File: src/hw/rtl/swm_pkg.sv
// Shared types and constants for the sliding window maximum filter.
// No dependencies.
`timescale 1ns / 1ps

package swm_pkg;

	localparam int MAX_WINDOW = 64;
	localparam int CNT_W      = $clog2(MAX_WINDOW + 1);
	localparam int SAMPLE_W   = 32;

	localparam logic signed [SAMPLE_W-1:0] SAMPLE_MIN = {1'b1, {(SAMPLE_W-1){1'b0}}};

	typedef enum logic {
		ST_IDLE,
		ST_SCAN
	} state_t;

	typedef struct packed {
		logic shift;
		logic scan;
	} cell_ctl_t;

endpackage

File: src/hw/rtl/swm_ctrl.sv
// Sequencer: window size register, sample count, scan counter, output valid.
// Depends on swm_pkg.
`timescale 1ns / 1ps

module swm_ctrl (
	input  logic                          clk,
	input  logic                          arst_n,
	input  logic                          window_size_we,
	input  logic [swm_pkg::CNT_W-1:0]     window_size,
	input  logic                          in_valid,
	input  logic                          first,
	output logic                          in_stall,
	input  logic                          out_stall,
	output logic                          out_valid,
	output swm_pkg::cell_ctl_t            cell_ctl,
	output logic                          load,
	output logic [swm_pkg::CNT_W-1:0]     w_eff
);
	import swm_pkg::*;

	state_t            state_q, state_d;
	logic [CNT_W-1:0]  window_size_q;
	logic [CNT_W-1:0]  seen_q, seen_d;
	logic [CNT_W-1:0]  cnt_q, cnt_d;
	logic [CNT_W-1:0]  seen_inc, seen_next;
	logic              out_valid_q, out_valid_d;
	logic              out_free;

	always_comb begin
		if (window_size_q == '0) begin
			w_eff = CNT_W'(1);
		end else if (window_size_q > CNT_W'(MAX_WINDOW)) begin
			w_eff = CNT_W'(MAX_WINDOW);
		end else begin
			w_eff = window_size_q;
		end
	end

	assign seen_inc  = (first ? '0 : seen_q) + CNT_W'(1);
	assign seen_next = (seen_inc > w_eff) ? w_eff : seen_inc;
	assign out_free  = !out_valid_q || !out_stall;

	always_comb begin
		state_d        = state_q;
		seen_d         = seen_q;
		cnt_d          = cnt_q;
		cell_ctl.shift = 1'b0;
		cell_ctl.scan  = 1'b0;
		load           = 1'b0;
		unique case (state_q)
			ST_IDLE: begin
				if (in_valid) begin
					cell_ctl.shift = 1'b1;
					seen_d         = seen_next;
					if (seen_next == w_eff) begin
						state_d = ST_SCAN;
						cnt_d   = '0;
					end
				end
			end
			ST_SCAN: begin
				if (cnt_q != w_eff) begin
					cell_ctl.scan = 1'b1;
					cnt_d         = cnt_q + CNT_W'(1);
				end else if (out_free) begin
					load    = 1'b1;
					state_d = ST_IDLE;
				end
			end
			default: begin
				state_d = ST_IDLE;
			end
		endcase
	end

	always_comb begin
		out_valid_d = out_valid_q;
		if (load) begin
			out_valid_d = 1'b1;
		end else if (!out_stall) begin
			out_valid_d = 1'b0;
		end
	end

	always_ff @(posedge clk or negedge arst_n) begin
		if (!arst_n) begin
			state_q <= ST_IDLE;
		end else begin
			state_q <= state_d;
		end
	end

	always_ff @(posedge clk or negedge arst_n) begin
		if (!arst_n) begin
			window_size_q <= CNT_W'(1);
			seen_q        <= '0;
			cnt_q         <= '0;
			out_valid_q   <= 1'b0;
		end else begin
			if (window_size_we) begin
				window_size_q <= window_size;
			end
			seen_q      <= seen_d;
			cnt_q       <= cnt_d;
			out_valid_q <= out_valid_d;
		end
	end

	assign in_stall  = (state_q != ST_IDLE);
	assign out_valid = out_valid_q;

endmodule

File: config.mk
export PLATFORM = sky130hd
export DESIGN_NAME = swm_ctrl
export DESIGN_NICKNAME = d
export VERILOG_FILES = /design/src/hw/rtl/swm_pkg.sv /design/src/hw/rtl/swm_ctrl.sv
export SDC_FILE = /design/constraint.sdc
export NUM_CORES = 1
export LEC_CHECK = 0
export BUFFER_PORTS_ARGS = -buffer_cell sky130_fd_sc_hd__buf_2
export CAP_MARGIN = 20
export CORE_UTILIZATION = 45
export CTS_CLUSTER_SIZE = 28
export DETAILED_ROUTE_END_ITERATION = 8
export PLACE_DENSITY = 0.69
export SLEW_MARGIN = 10
export SYNTH_ARGS = -nofsm -noshare
export SYNTH_HDL_FRONTEND = slang
export SYNTH_SLANG_ARGS = --single-unit
File: constraint.sdc
create_clock -name clk -period 3.5 [get_ports clk]
set_clock_uncertainty 0.05 [all_clocks]
set_input_delay 0.35 -clock clk [delete_from_list [all_inputs] [get_ports clk]]
set_output_delay 0.35 -clock clk [all_outputs]
set_load 0.1 [all_outputs]
After elaboration in Yosys (flattened, before gate mapping). Cells that the tools add are included.

Word-level logic and storage cells: 44. Output and inout bits: 12. Flip-flop bits (word level): 23. Input port bits: 13.

Multiplexer cells: 22. Bitwise logic cells: 1. Equal/unequal tests: 6. Reductions and logical operators: 6. Order comparisons: 2. Add/sub/neg operators: 2.

Operators with widths (count): 2-to-1 mux 7 bit (7); adder 7 x 1 -> 7 bit (second input constant) (2); one-hot mux 7 bit (2 select lines) (1); 2-to-1 mux 1 bit (13); equality test 7 bit (1); > comparator 7 bit (1); > comparator 7 bit (second input constant) (1); logical NOT 7 bit (1); inequality test 7 bit (1); inequality test 2 x 1 -> 1 bit (second input constant) (2); inequality test 2 bit (second input constant) (2); AND reduction 3 bit (1); logical NOT 1 bit (2); one-hot mux 1 bit (2 select lines) (1); AND reduction 2 bit (1); logical OR 1 bit (1); NOT 1 bit (1).

Depth between registers and ports, before layout.
Depth after elaboration: 9. Mapped depth: 16. Mapped depth without buffers: 13.

Least setup slack after synthesis. OpenSTA, ideal clock, no wires.

Path type: reg2reg. From: register window_size_q[6]. To: register cnt_q[6]. Library setup time: 0.124 ns. Clock period less this slack: 4.249 ns. Path buffers: 2. Required time: 3.326 ns. Slack: -0.749 ns. Arrival: 4.075 ns. Cell stages (with the launch flop): 13. Cell sequence: dfrtp_1 -> buf_4 -> nor2b_1 -> inv_1 -> ha_1 -> nand4_1 -> a21oi_1 -> a2111oi_0 -> o21bai_1 -> buf_4 -> o21ba_2 -> nor4b_1 -> a211o_1.

Longest elaborated chain between the ends: 8. Elaborated cells on any way between the ends: 11. Classes of those cells: 2 x order compare; 4 x eq/ne; 3 x mux; 2 x reduce/logical.

RTL lines: start, declared (RTL line swm_ctrl.sv:22) `logic [CNT_W-1:0] window_size_q;`; start signal, assigned (RTL line swm_ctrl.sv:101) `window_size_q <= window_size;`; > comparator 7 bit (RTL line swm_ctrl.sv:32) `end else if (window_size_q > CNT_W'(MAX_WINDOW)) begin`; 2-to-1 mux 7 bit (RTL line swm_ctrl.sv:32); 2-to-1 mux 7 bit * (RTL line swm_ctrl.sv:30) `if (window_size_q == '0) begin`; via w_eff, one bit (RTL line swm_ctrl.sv:17) `output logic [swm_pkg::CNT_W-1:0] w_eff`; > comparator 7 bit (RTL line swm_ctrl.sv:40) `assign seen_next = (seen_inc > w_eff) ? w_eff : seen_inc;`; 2-to-1 mux 7 bit (RTL line swm_ctrl.sv:40); equality test 7 bit (RTL line swm_ctrl.sv:55) `if (seen_next == w_eff) begin`; inequality test 2 bit (no source line); AND reduction 3 bit (no source line) *; end signal, assigned (RTL line swm_ctrl.sv:104) `cnt_q <= cnt_d;`; end, declared (RTL line swm_ctrl.sv:24) `logic [CNT_W-1:0] cnt_q, cnt_d;`.

Mark *: on every way through the listed nets, which the timed path passes. The rest lies on a longest branch. A chain may end at the register's enable or synchronous reset.

Final worst setup path.
From: register seen_q[0]. To: register cnt_q[3].

Longest elaborated chain between the ends: 7.

RTL lines: start, declared (RTL line swm_ctrl.sv:23) `logic [CNT_W-1:0] seen_q, seen_d;`; start signal, assigned (RTL line swm_ctrl.sv:103) `seen_q <= seen_d;`; 2-to-1 mux 7 bit * (RTL line swm_ctrl.sv:39) `assign seen_inc = (first ? '0 : seen_q) + CNT_W'(1);`; adder 7 x 1 -> 7 bit * (RTL line swm_ctrl.sv:39); > comparator 7 bit (RTL line swm_ctrl.sv:40); 2-to-1 mux 7 bit * (RTL line swm_ctrl.sv:40); equality test 7 bit * (RTL line swm_ctrl.sv:55); inequality test 2 bit (no source line) *; AND reduction 3 bit (no source line) *.

Mark *: on every way between the ends. The rest lies on a longest branch, timed or not.

==> metrics.md <==
| Metric | Value |
|---|---|
| Status | `completed` |
| Ant diodes | `0` |
| Max_cap viols | `0` |
| Worst EP arrival | `3460 ps` |
| Max Fclk | `298 MHz` |
| Syn Nets | `227` |
| P_leak | `0.951 nW` |
| DRC viols | `0` |
| FP Rows | `22` |
| Area Growth Syn to Fin | `14.0%` |
| Die Area | `4240 sq um` |
| Simple-Gate Fraction of Synth Area | `26.1%` |
| Worst setup EP type | `flip-flop` |
| Routed Antenna Nets | `0` |
| Final nets | `252` |
| PortBufs | `24` |
| Yosys cell types | `52` |
| Maximum VDD drop | `0.486 mV` |
| Post-Syn Area per Cell | `8.74 sq um` |
| Relative slew slack | `64.4%` |
| Fillcell total | `374` |
| Post-synth EDFFs | `0` |
| Slowest-stage cell, CP | `dfrtp_1` |
| Worst setup margin | `148 ps` |
| Ys flop type | `dfrtp_1` |
| Crit path buf inv count | `1` |
| Syn Inst Count | `205` |
| Clk sink count | `23` |
| Total CTS buffers | `3` |
| 1st-pass router iterations | `4` |
| Placed cells | `273` |
| Hold Crit Class | `in2async` |
| Worst-path fanout max | `4` |
| Mux cell area share after synthesis | `7.75%` |
| PwrDens | `740 nW/um^2` |
| Worst reg2reg path startpoint | `seen_q[0]` |
| Adder-cell share of the synthesized area | `6.28%` |
| Post-CTS Setup Inserts | `0` |
| Gr ovfl total | `0` |
| Clk buf depth | `2` |
| Critical Path Source | `seen_q[0]` |
| Layout cells sized above 1 | `26.6%` |
| Synth Register Bits | `23` |
| WL final | `4020 um` |
| Initial antenna violation count | `0` |
| Via density | `5.42` |
| Async S/R FF share, synth | `100%` |
| Post-Synth XOR/XNOR Area | `5.17%` |
| Final cycle utilization of the critical path | `95.8%` |
| Die height | `65.1 um` |
| Sequential-to-total area share from yosys stat | `32.2%` |
| Endpoints failing hold | `0` |
| CP Class | `reg2reg` |
| Period minus WS final | `3350 ps` |
| Largest net degree at the start of global routing | `24` |
| Number of global-route vias before repair | `1404` |
| Final cell count without fillers | `277` |
| Routed len/inst | `14.5 um` |
| CP top delay family | `simple AND/OR/NAND/NOR gates` |
| CP Launch Type | `flip-flop` |
| Worst-Margin Slew | `535 ps` |
| Largest family of logic cells by synthesized area | `simple AND/OR/NAND/NOR gates` |
| Die Wd | `65.1 um` |
| H-tree depth | `1` |
| HPWL Detailed | `3040 um` |
| Clk pin slew, worst setup/hold paths | `90 ps` |
| Global-route wire length before repair | `6710 um` |
| DR vias | `1502` |
| Synth Area in Compound Gates | `17.5%` |
| Final-report setup violation count | `0` |
| Initial Util | `47.9%` |
| CTS root buffer | `clkbuf_8` |
| Skew-Pair Late Insertion Delay | `270 ps` |
| YS warnings | `0` |
| Pre-CTS setup slack | `68.6 ps` |
| Initial DRC Count | `64` |
| Max incr delay on CP | `410 ps` |
| CP Cell Sequence | `nor2b_2 -> ha_1 -> and3_2 -> and4_1 -> or2_2 -> ha_1 -> nand4_1 -> a21oi_2 -> a2111oi_2 -> buf_4 -> o21ai_1 -> nand3_2 -> and2_4 -> a221o_1` |
| Post-Syn Area | `1790 sq um` |
| CP required | `3610 ps` |
| CTS tree | `yes` |
| Most used cell, CP | `ha_1` |
| Core area | `3740 sq um` |
| RePlAce Congestion | `0.960` |
| Ports | `25` |
| GRT Resource Usage Total | `20.7%` |
| Slew Limit Fails | `0` |
[routing by layer]
layer	track usage, %	vias up	share of wire, %
li1	-	778	-
met1	28.7	701	48
met2	34.2	19	48
met3	3.82	4	2.7
met4	3.26	0	0.72
met5	0	-	0
[cell families (layout without fill, tap and decap cells)]
family	Yosys count	count (layout)
mux	13	13
compound gates	49	49
flops	23	23
fa+ha+maj	9	9
simple gates	81	81
buf+inv	21	45
xor+xnor	9	9
[final cells by class]
cell class / count / area [sq um] / area share (%)
clock buffer: 4 / 45.0 / 2.20
inverter: 11 / 41.3 / 2.02
multi-input combinational: 161 / 1150 / 56.5
sequential: 23 / 577 / 28.2
tap: 48 / 60.1 / 2.94
timing repair buffer: 30 / 165 / 8.08
[flip-flops by register name (all words and copies together) (netlist names)]
signal	flops
window_size_q	7
in_stall	1
out_valid	1
seen_q	7
cnt_q	7
[power by group]
group	internal, mW	leakage (nW)	switching, mW	total (mW)
clock	0.0813	0.0228	0.0862	0.168
combinational	0.323	0.636	0.542	0.865
sequential	0.348	0.293	0.131	0.479
total	0.752	0.951	0.760	1.51
[timing repair]
| item | 4_1_cts | 5_1_grt |
|---|---|---|
| endpoints found under the setup margin | 0 | 6 |
| hold buffers | 0 | 0 |
| endpoints found under the hold margin | 0 | 0 |
| resized for setup | 0 | 4 |
[through the flow]
step | total power [mW] | util, % | hold slack, ps | TNS (ps) | instance area, sq um
2_1_floorplan | 1.15 | - | 4.41 | 0 | 1810
3_3_place_gp | 1.33 | 53.2 | 310 | 0 | 1990
3_5_place_dp | 1.34 | 53.2 | 311 | 0 | 1990
4_1_cts | 1.51 | 54.4 | 18.1 | 0 | 2040
5_1_grt | 1.63 | 54.6 | 47.9 | -12.3 | 2040
6_report | 1.51 | 54.6 | 8.10 | 0 | 2040
[synthesized netlist by cell type, types with 2 or more instances]
cell type / count / area [sq um]
buf_4: 2 / 15.0
nor3_1: 2 / 10.0
nor4_4: 2 / 42.5
and3_1: 3 / 18.8
nand2b_1: 4 / 25.0
dfrtp_1: 22 / 551
o21ai_0: 19 / 95.1
a21oi_1: 8 / 40.0
xor2_1: 3 / 26.3
mux2i_1: 6 / 60.1
clkbuf_1: 6 / 22.5
inv_1: 11 / 41.3
a31oi_1: 5 / 31.3
nor2_1: 11 / 41.3
xnor2_1: 5 / 43.8
or2_2: 2 / 12.5
buf_2: 2 / 10.0
ha_1: 9 / 113
mux2_2: 7 / 78.8
and2_1: 3 / 18.8
nand3_1: 10 / 50.1
nor2b_1: 10 / 62.6
nand2_1: 24 / 90.1
[layout by cell type, fill, tap and decap left out, types with 2 or more instances in the layout]
cell / instances
inv_1: 11
buf_4: 6
and2_1: 3
nor2b_2: 5
o21ai_0: 18
dfrtp_1: 22
mux2i_1: 6
nor2_2: 2
mux2_2: 7
nor4_4: 2
xor2_1: 3
nand2_1: 24
clkbuf_8: 3
nor2b_1: 5
buf_2: 24
a31oi_1: 5
nand2b_1: 4
nand3_1: 10
ha_1: 9
a21oi_1: 7
and3_1: 2
or2_2: 2
xnor2_1: 5
nor3_1: 2
nor2_1: 9
[final timing paths]
kind,to,slack [ps],depth (start not counted)
min reg2reg,out_valid,480,2
min,window_size_q[1],8,1
max,cnt_q[3],150,14
min in group clk,window_size_q[4],240,3
max in group asynchronous,window_size_q[0],3030,1
max reg2reg,cnt_q[3],150,14
(Power assumes the default switching activity.)
