==> config.mk <==
export PLATFORM = sky130hd
export DESIGN_NAME = swm_cell
export DESIGN_NICKNAME = d
export VERILOG_FILES = /design/src/hw/rtl/swm_pkg.sv /design/src/hw/rtl/swm_cell.sv
export SDC_FILE = /design/constraint.sdc
export NUM_CORES = 1
export LEC_CHECK = 0
export BUFFER_PORTS_ARGS = -buffer_cell sky130_fd_sc_hd__buf_2
export CORE_MARGIN = 2
export CORE_UTILIZATION = 45
export CTS_BUF_LIST = sky130_fd_sc_hd__clkbuf_8
export CTS_CLUSTER_DIAMETER = 60
export CTS_CLUSTER_SIZE = 30
export DETAILED_ROUTE_END_ITERATION = 6
export PLACE_DENSITY = 0.74
export SETUP_SLACK_MARGIN = 0.2
export SLEW_MARGIN = 10
export SYNTH_ARGS = -nofsm -noshare
export SYNTH_HDL_FRONTEND = slang
export SYNTH_SLANG_ARGS = --single-unit
==> constraint.sdc <==
create_clock -name clk -period 4.62 [get_ports clk]
set_input_delay 0.231 -clock clk [delete_from_list [all_inputs] [get_ports clk]]
set_output_delay 0.231 -clock clk [all_outputs]
set_load 0.02 [all_outputs]
==> src/hw/rtl/swm_pkg.sv <==
// Shared types and constants for the sliding window maximum filter.
// No dependencies.
`timescale 1ns / 1ps

package swm_pkg;

	localparam int MAX_WINDOW = 64;
	localparam int CNT_W      = $clog2(MAX_WINDOW + 1);
	localparam int SAMPLE_W   = 32;

	localparam logic signed [SAMPLE_W-1:0] SAMPLE_MIN = {1'b1, {(SAMPLE_W-1){1'b0}}};

	typedef enum logic {
		ST_IDLE,
		ST_SCAN
	} state_t;

	typedef struct packed {
		logic shift;
		logic scan;
	} cell_ctl_t;

endpackage

==> src/hw/rtl/swm_cell.sv <==
// One window cell: holds one sample and a partial maximum.
// Depends on swm_pkg.
`timescale 1ns / 1ps

module swm_cell (
	input  logic                                  clk,
	input  swm_pkg::cell_ctl_t                    ctl,
	input  logic                                  en,
	input  logic signed [swm_pkg::SAMPLE_W-1:0]   sample_in,
	input  logic signed [swm_pkg::SAMPLE_W-1:0]   acc_in,
	output logic signed [swm_pkg::SAMPLE_W-1:0]   sample_out,
	output logic signed [swm_pkg::SAMPLE_W-1:0]   acc_out
);
	import swm_pkg::*;

	logic signed [SAMPLE_W-1:0] sample_q;
	logic signed [SAMPLE_W-1:0] acc_q;

	always_ff @(posedge clk) begin
		if (ctl.shift) begin
			sample_q <= sample_in;
			acc_q    <= SAMPLE_MIN;
		end else if (ctl.scan) begin
			if (!en) begin
				acc_q <= SAMPLE_MIN;
			end else if (acc_in > sample_q) begin
				acc_q <= acc_in;
			end else begin
				acc_q <= sample_q;
			end
		end
	end

	assign sample_out = sample_q;
	assign acc_out    = acc_q;

endmodule

* Word level (Yosys, flattened, before mapping) *
Index checks and enable logic that the tools add are counted.

storage, ports and cells
  register bits after elaboration = 64
  input port bits = 68
  output and inout port bits = 64
  word-level logic and storage cells = 5

operators by class
  magnitude comparators = 1
  muxes and demuxes = 2

operators with widths
  cell                 count
  32-bit 2-to-1 mux    2
  32-bit > comparator  1

* Logic depth before layout (Yosys ltp) *
Gate-level depths: netlist (run 1).

  word-level depth = 3
  gate-level depth with buffers = 10
  gate-level depth less buffers = 8

* Least setup slack after synthesis (run 1) *
No wires, ideal clock.

  path kind = reg-to-reg
  start point = register sample_q[31] (netlist: sample_out[31])
  end point = register acc_q[0] (netlist: acc_out[0])
  setup time = 0.073 ns
  arrival = 2.431 ns
  data required time = 4.547 ns
  setup slack = 2.116 ns
  stages on the path, launching flop included = 11
  buffers on the path = 2
  period minus slack after synthesis = 2.504 ns
  cell sequence = edfxtp_1 inv_1 ha_1 nand4_2 or4_4 o21ai_2 a311oi_2 or2_1 buf_6 buf_12 o211ai_2

between the ends
  word-level cells in the longest chain between the ends = 3

ends and longest elaborated chain
  what                    line            text
  from (decl)             swm_cell.sv:16  logic signed [SAMPLE_W-1:0] sample_q;
  from (signal assigned)  swm_cell.sv:21  sample_q <= sample_in;
  32-bit > comparator     swm_cell.sv:26  end else if (acc_in > sample_q) begin
  32-bit 2-to-1 mux       swm_cell.sv:26
  32-bit 2-to-1 mux       swm_cell.sv:24  if (!en) begin
  to (signal assigned)    swm_cell.sv:27  acc_q <= acc_in;
  to (signal assigned)    swm_cell.sv:29  acc_q <= sample_q;
  to (decl)               swm_cell.sv:17  logic signed [SAMPLE_W-1:0] acc_q;

Every way passes these cells.
A chain may end at the register's enable or synchronous reset.

* Worst setup path after layout (run 1) *
  start point = register sample_q[31] (netlist: sample_out[31])
  end point = register acc_q[19] (netlist: acc_out[19])

The elaborated chain is that of the path after synthesis.

==> results of run 1 <==
-- flip-flops by register name, summed over array words and instances, names as in the netlist --
register	flops
acc_out	32
sample_out	32
-- through the flow --
| step | area [µm²] | hold WS [ns] | util | power (W) | setup slack, ns |
|---|---|---|---|---|---|
| after floorplan | 3470 | 0.330 | - | 0.000882 | 2.12 |
| after global placement | 4170 | 0.408 | 0.548 | 0.000972 | 1.35 |
| after detailed placement | 4170 | 0.409 | 0.548 | 0.000980 | 1.31 |
| after CTS | 4340 | 0.0396 | 0.571 | 0.00141 | 1.26 |
| after global routing | 4340 | 0.0388 | 0.571 | 0.00147 | 1.01 |
| final | 4340 | 0.0488 | 0.571 | 0.00140 | 1.29 |
-- logic make-up (layout without fill, tap and decap cells) --
family	Yosys count	count (layout)	share of synthesized area
adders and majority gates	32	32	0.116
AOI/OAI and AO/OA	91	91	0.232
DFF	64	64	0.462
and+or+nand+nor	93	93	0.116
buffers and inverters	52	183	0.0747
-- final timing paths --
check                      start             end  slack (ns)  cells after the start
setup / recovery  sample_out[31]     acc_out[19]        1.29                      8
hold / removal     sample_in[24]  sample_out[24]        0.05                      1
setup reg to reg  sample_out[31]     acc_out[19]        1.29                      8
hold reg to reg      acc_out[13]     acc_out[13]        0.47                      2
-- area by class of cell --
type                    count  area (µm²)
clock buffers              10         138
clock inverters             6        36.3
fillers                   678        3270
inverters                  33         124
multi-input cells         216        1640
flip-flops and latches     64        1600
well taps                 102         128
repair buffers            134         678
-- power groups by stage --
stage               registers (W)  clock network, W  logic [W]
floorplan                0.000728                 0   0.000154
global placement         0.000679                 0   0.000293
detailed placement       0.000680                 0   0.000299
CTS                      0.000668          0.000437   0.000302
global route             0.000673          0.000464   0.000330
finish                   0.000668          0.000431   0.000300
-- metal layers --
| metal | vias up | part of all wire | routed length (µm) |
|---|---|---|---|
| met5 | - | 0 | 0 |
| met4 | 0 | 0.022 | 189 |
| met3 | 16 | 0.053 | 463 |
| met2 | 100 | 0.48 | 4140 |
| met1 | 1385 | 0.45 | 3910 |
| li1 | 1461 | - | - |
-- cell usage in the layout, fill, tap and decap left out, drive strengths merged, types with 2 or more instances in the layout --
master | netlist | final
clkinv | 0 | 2
dfxtp | 32 | 32
o211ai | 64 | 64
nand2b | 2 | 2
a31oi | 2 | 2
nor3 | 2 | 2
ha | 32 | 32
o21ai | 6 | 6
inv | 33 | 34
nand4 | 8 | 8
clkbuf | 9 | 10
or4 | 2 | 2
nor2 | 6 | 6
a21oi | 14 | 14
nand2 | 70 | 70
edfxtp | 32 | 32
clkinvlp | 0 | 3
buf | 10 | 134
-- cells in the mapped netlist, types with 3 or more instances --
| library cell | instances |
|---|---|
| edfxtp_1 | 32 |
| nor2_1 | 6 |
| clkbuf_1 | 9 |
| dfxtp_1 | 32 |
| a21oi_1 | 14 |
| nand2_1 | 70 |
| buf_12 | 3 |
| o211ai_1 | 34 |
| ha_1 | 32 |
| buf_2 | 6 |
| nand4_1 | 7 |
| o211ai_2 | 30 |
| inv_1 | 33 |
| o21ai_0 | 5 |
==> metrics, run 1 <==
status=completed; dpl hpwl=6210 µm; I/O pin total=between 100 and 150; non-filler cells, final=565; PortBufs=between 100 and 150; DRC viols=0; die area=around 0.0084 mm²; Synth Instances=about 330; # nets final=558; number of global-route vias before repair=2939; grt total ovfl=0; Crit Path Category=reg -> reg; Highest Clock Rate=approximately 300 MHz; total setup buffers inserted after CTS=0; Hold Path Class=in -> reg; LEAKAGE=2.02 nW; met2 Resource Use GR=0.346; post-synthesis sequential area ratio=0.462; M3 GR Usage=0.0378; sequential power share=0.477; Synth cell types=31; Cell Rows=32; Placeable Area=0.00761 mm²; Crit path max-delay family=simple AND/OR/NAND/NOR gates; Final Hold Viols=0; crit path launch type=flip-flop; post_cts resized=0; RSZ-0062 raised after global routing=no; Post-Route WL=around 8700 µm; cts hold-fix bufs=0; initial core utilization=0.456; antenna viol nets, final=0; Worst Clk Skew=0.00796 ns; CP max stage cell=or2_2; switching pwr=approximately 0.00045 W; final setup fails=0; Ys Warns=0; root buf cell=clkbuf_8; setup TNS=0 ns; Crit path arrival time=3.53 ns; Final min period=roughly 3.3 ns; Crit Path Max Fanout=34; crit path buf inv count=1; Yosys top cell by area=edfxtp_1; later-pin clock latency in the skew report=around 0.35 ns; Ant. Diodes=0; Power Dens Cells=322 mW/mm²; Die Wd=91.8 µm; Crit path required time=4.82 ns; Setup crit end kind=flip-flop; H-tree depth=3; clock-pin slew on the worst setup and hold paths=0.07 ns; Iter 0 DRT Violations=approximately 130; worst slew pin tran=0.987 ns; Top Usage Layer GRT=met2; CP peak stage delay=0.91 ns; first-pass GRT wire length=13900 µm; CTS max path bufs=2; CP cell instances=inv_1 -> ha_1 -> nand4_2 -> nor3_1 -> a21oi_1 -> a31oi_4 -> or2_2 -> o211ai_1; share of flip-flops with an asynchronous set or reset=0; fraction of layout cells with a size suffix above 1=0.404; Synth top area share=0.277; gr usage total=0.208; Routed WL per cell=15.4 µm; Period Utilization, post-route=0.722; switch share=0.320; maximum number of pins on one net before global-route repair=64; FF+latch count, synth=64; met1 Resource Use GR=0.265; Slew headroom=0.342; Synth Cell Area=0.00347 mm²; initial antenna violation count=0; peak supply drop=0.159 mV; top post-synthesis cells by area=edfxtp_1 28%, dfxtp_1 18%, ha_1 12%, o211ai_2 11%, nand2_1 7.6%; DRT Pass-1 Iters=4; # Max-Cap Violations=0; syn_nets=approximately 430; Synth Flop Type=edfxtp_1; Vias=2962; Via density=5.24; Die H=~92 µm; EDFF count, synth=32; CTS tree=done; max-slew violation count=0; synthesis-to-layout area growth=25.2%; Clock power frac=0.308; internal cell power=0.000951 W; Final GP Congestion=between 0.7 and 0.8; combinational power share=0.214; Mean Syn Cell Area=10.4 µm²; placed insts=549; CTS buffer count=9; clk sinks=64
Power figures use the tool's default switching activity.
==> inputs of run 2 (changes only) <==
- PLACE_DENSITY: 0.74 -> 0.77
- clock period: 4.62 -> 2.9 ns (I/O delays scaled with it)
==> metrics, run 2 (same netlist as run 1, synthesis figures left out) <==
Crit Path Category=reg -> reg; Worst Clk Skew=0.0125 ns (+0.00451 ns); Placeable Area=0.00761 mm² (unchanged); H-tree depth=3 (unchanged); CTS buffer count=9 (unchanged); RSZ-0062 raised after global routing=yes; clk sinks=64 (unchanged); Crit path arrival time=2.88 ns (-0.65 ns); initial core utilization=0.456 (unchanged); DRT Pass-1 Iters=4 (unchanged); Crit Path Max Fanout=33 (-2.9%); CTS max path bufs=2 (unchanged); die area=0.00842 mm² (unchanged); synthesis-to-layout area growth=37.3%; Period Utilization, post-route=0.902 (+0.180); DRC viols=0 (unchanged); CP peak stage delay=0.60 ns (-0.31 ns); gr usage total=0.226 (+0.0180); setup TNS=0 ns (unchanged); number of global-route vias before repair=3197 (+8.8%); Via density=5.23 (-0.31%); Crit path required time=3.16 ns (-1.66 ns); most common cell after layout, fill and taps aside=buf_2; Hold Path Class=in -> reg; # nets final=598 (+7.2%); LEAKAGE=2.22 nW (+9.8%); worst slew pin tran=0.670 ns (-0.317 ns); Vias=3162 (+6.8%); root buf cell=clkbuf_8; Power Dens Cells=493 mW/mm² (+53%); max-slew violation count=0 (unchanged); fin area=0.00476 mm² (+9.6%); Cell Rows=32 (unchanged); initial antenna violation count=0 (unchanged); peak supply drop=0.293 mV (+84%); grt total ovfl=0 (unchanged); CP max stage cell=or4_4; I/O pin total=132 (unchanged); Ant. Diodes=0 (unchanged); first-pass GRT wire length=15000 µm (+7.8%); PortBufs=131 (unchanged); Final min period=2.62 ns (-0.719 ns); antenna viol nets, final=0 (unchanged); crit path launch type=flip-flop; clock-pin slew on the worst setup and hold paths=0.07 ns (about the same); Crit path max-delay family=simple AND/OR/NAND/NOR gates; Setup crit end kind=flip-flop; Tot Pwr=0.00234 W (+68%); status=completed; later-pin clock latency in the skew report=0.34 ns (about the same); Final Util=0.625 (+0.0548); crit path buf inv count=2 (+1); Die H=91.8 µm (unchanged); area post-placement=0.00421 mm² (+1.1%); CTS tree=done; final setup fails=0 (unchanged); dpl hpwl=6490 µm (+4.5%); Die Wd=91.8 µm (unchanged); most frequent cells in the layout=131 x buf_2, 70 x nand2_1, 35 x inv_1; reg-to-reg slack, setup=0.28 ns (-1.00 ns); Routed WL per cell=15.3 µm (-0.77%); maximum number of pins on one net before global-route repair=35 (-45%); fraction of layout cells with a size suffix above 1=0.386 (-0.0182); Highest Clock Rate=382 MHz (+27%); CP cell instances=inv_1 -> ha_1 -> nand4_2 -> or4_4 -> o21ai_4 -> a31oi_4 -> buf_6 -> or3_1 -> a31oi_1; # Max-Cap Violations=0 (unchanged); Final Hold Viols=0 (unchanged); Iter 0 DRT Violations=175 (+40%); Post-Route WL=9240 µm (+6.3%); Final GP Congestion=0.824 (+4.8%); Slew headroom=0.552 (+0.210)
[run 2: worst paths after layout]
check	from	end	cells past startpoint
worst max-delay path	sample_out[31]	acc_out[31]	9
worst min-delay path	acc_in[3]	acc_out[3]	3
worst max register to register	sample_out[31]	acc_out[31]	9
worst min register to register	acc_out[30]	acc_out[30]	2
[run 2: repair_timing]
item                       in CTS  in global routing
setup endpoints to repair      26                 32
gates resized for setup         2                  3
buffers inserted                0                  2
hold endpoints to repair       32                  0
pin swaps                       0                  3
hold buffers                   32                  0
[run 2: worst register-to-register path, cell delays in order, from the launching register on]
cell      delay, ns
edfxtp_1       0.37
inv_1          0.08
ha_1           0.32
nand4_2        0.15
or4_4          0.60
o21ai_4        0.22
a31oi_4        0.06
buf_6          0.21
or3_1          0.39
a31oi_1        0.15
[run 2: per-layer routing]
layer	global-route usage	up-vias	wire (µm)
met2	0.381	118	4610
met1	0.279	1497	3860
li1	-	1539	-
met3	0.0468	8	658
met4	0.102	0	112
met5	0	-	0
[run 2: final cells by class]
class | count | area [µm²]
fillers | 640 | 2850
multi-input cells | 216 | 1650
flip-flops and latches | 64 | 1600
repair buffers | 174 | 1070
clock buffers | 10 | 138
well taps | 102 | 128
inverters | 33 | 124
clock inverters | 6 | 51.3
[run 2: per-stage QoR]
step	std cells	setup WS, ns	hold WS [ns]
6_report	605	0.284	0.101
2_1_floorplan	332	0.396	0.244
4_1_cts	603	0.220	0.0828
3_3_place_gp	555	0.202	0.322
5_1_grt	605	0.163	0.0974
3_5_place_dp	555	0.122	0.323
[run 2: power breakdown]
| group | leakage [nW] | total (W) | switching (W) | internal [W] |
|---|---|---|---|---|
| clock network | 0.106 | 0.000737 | 0.000329 | 0.000408 |
| registers | 0.574 | 0.00107 | 0.0000440 | 0.00102 |
| logic | 1.54 | 0.000541 | 0.000325 | 0.000216 |
| total | 2.22 | 0.00234 | 0.000698 | 0.00165 |
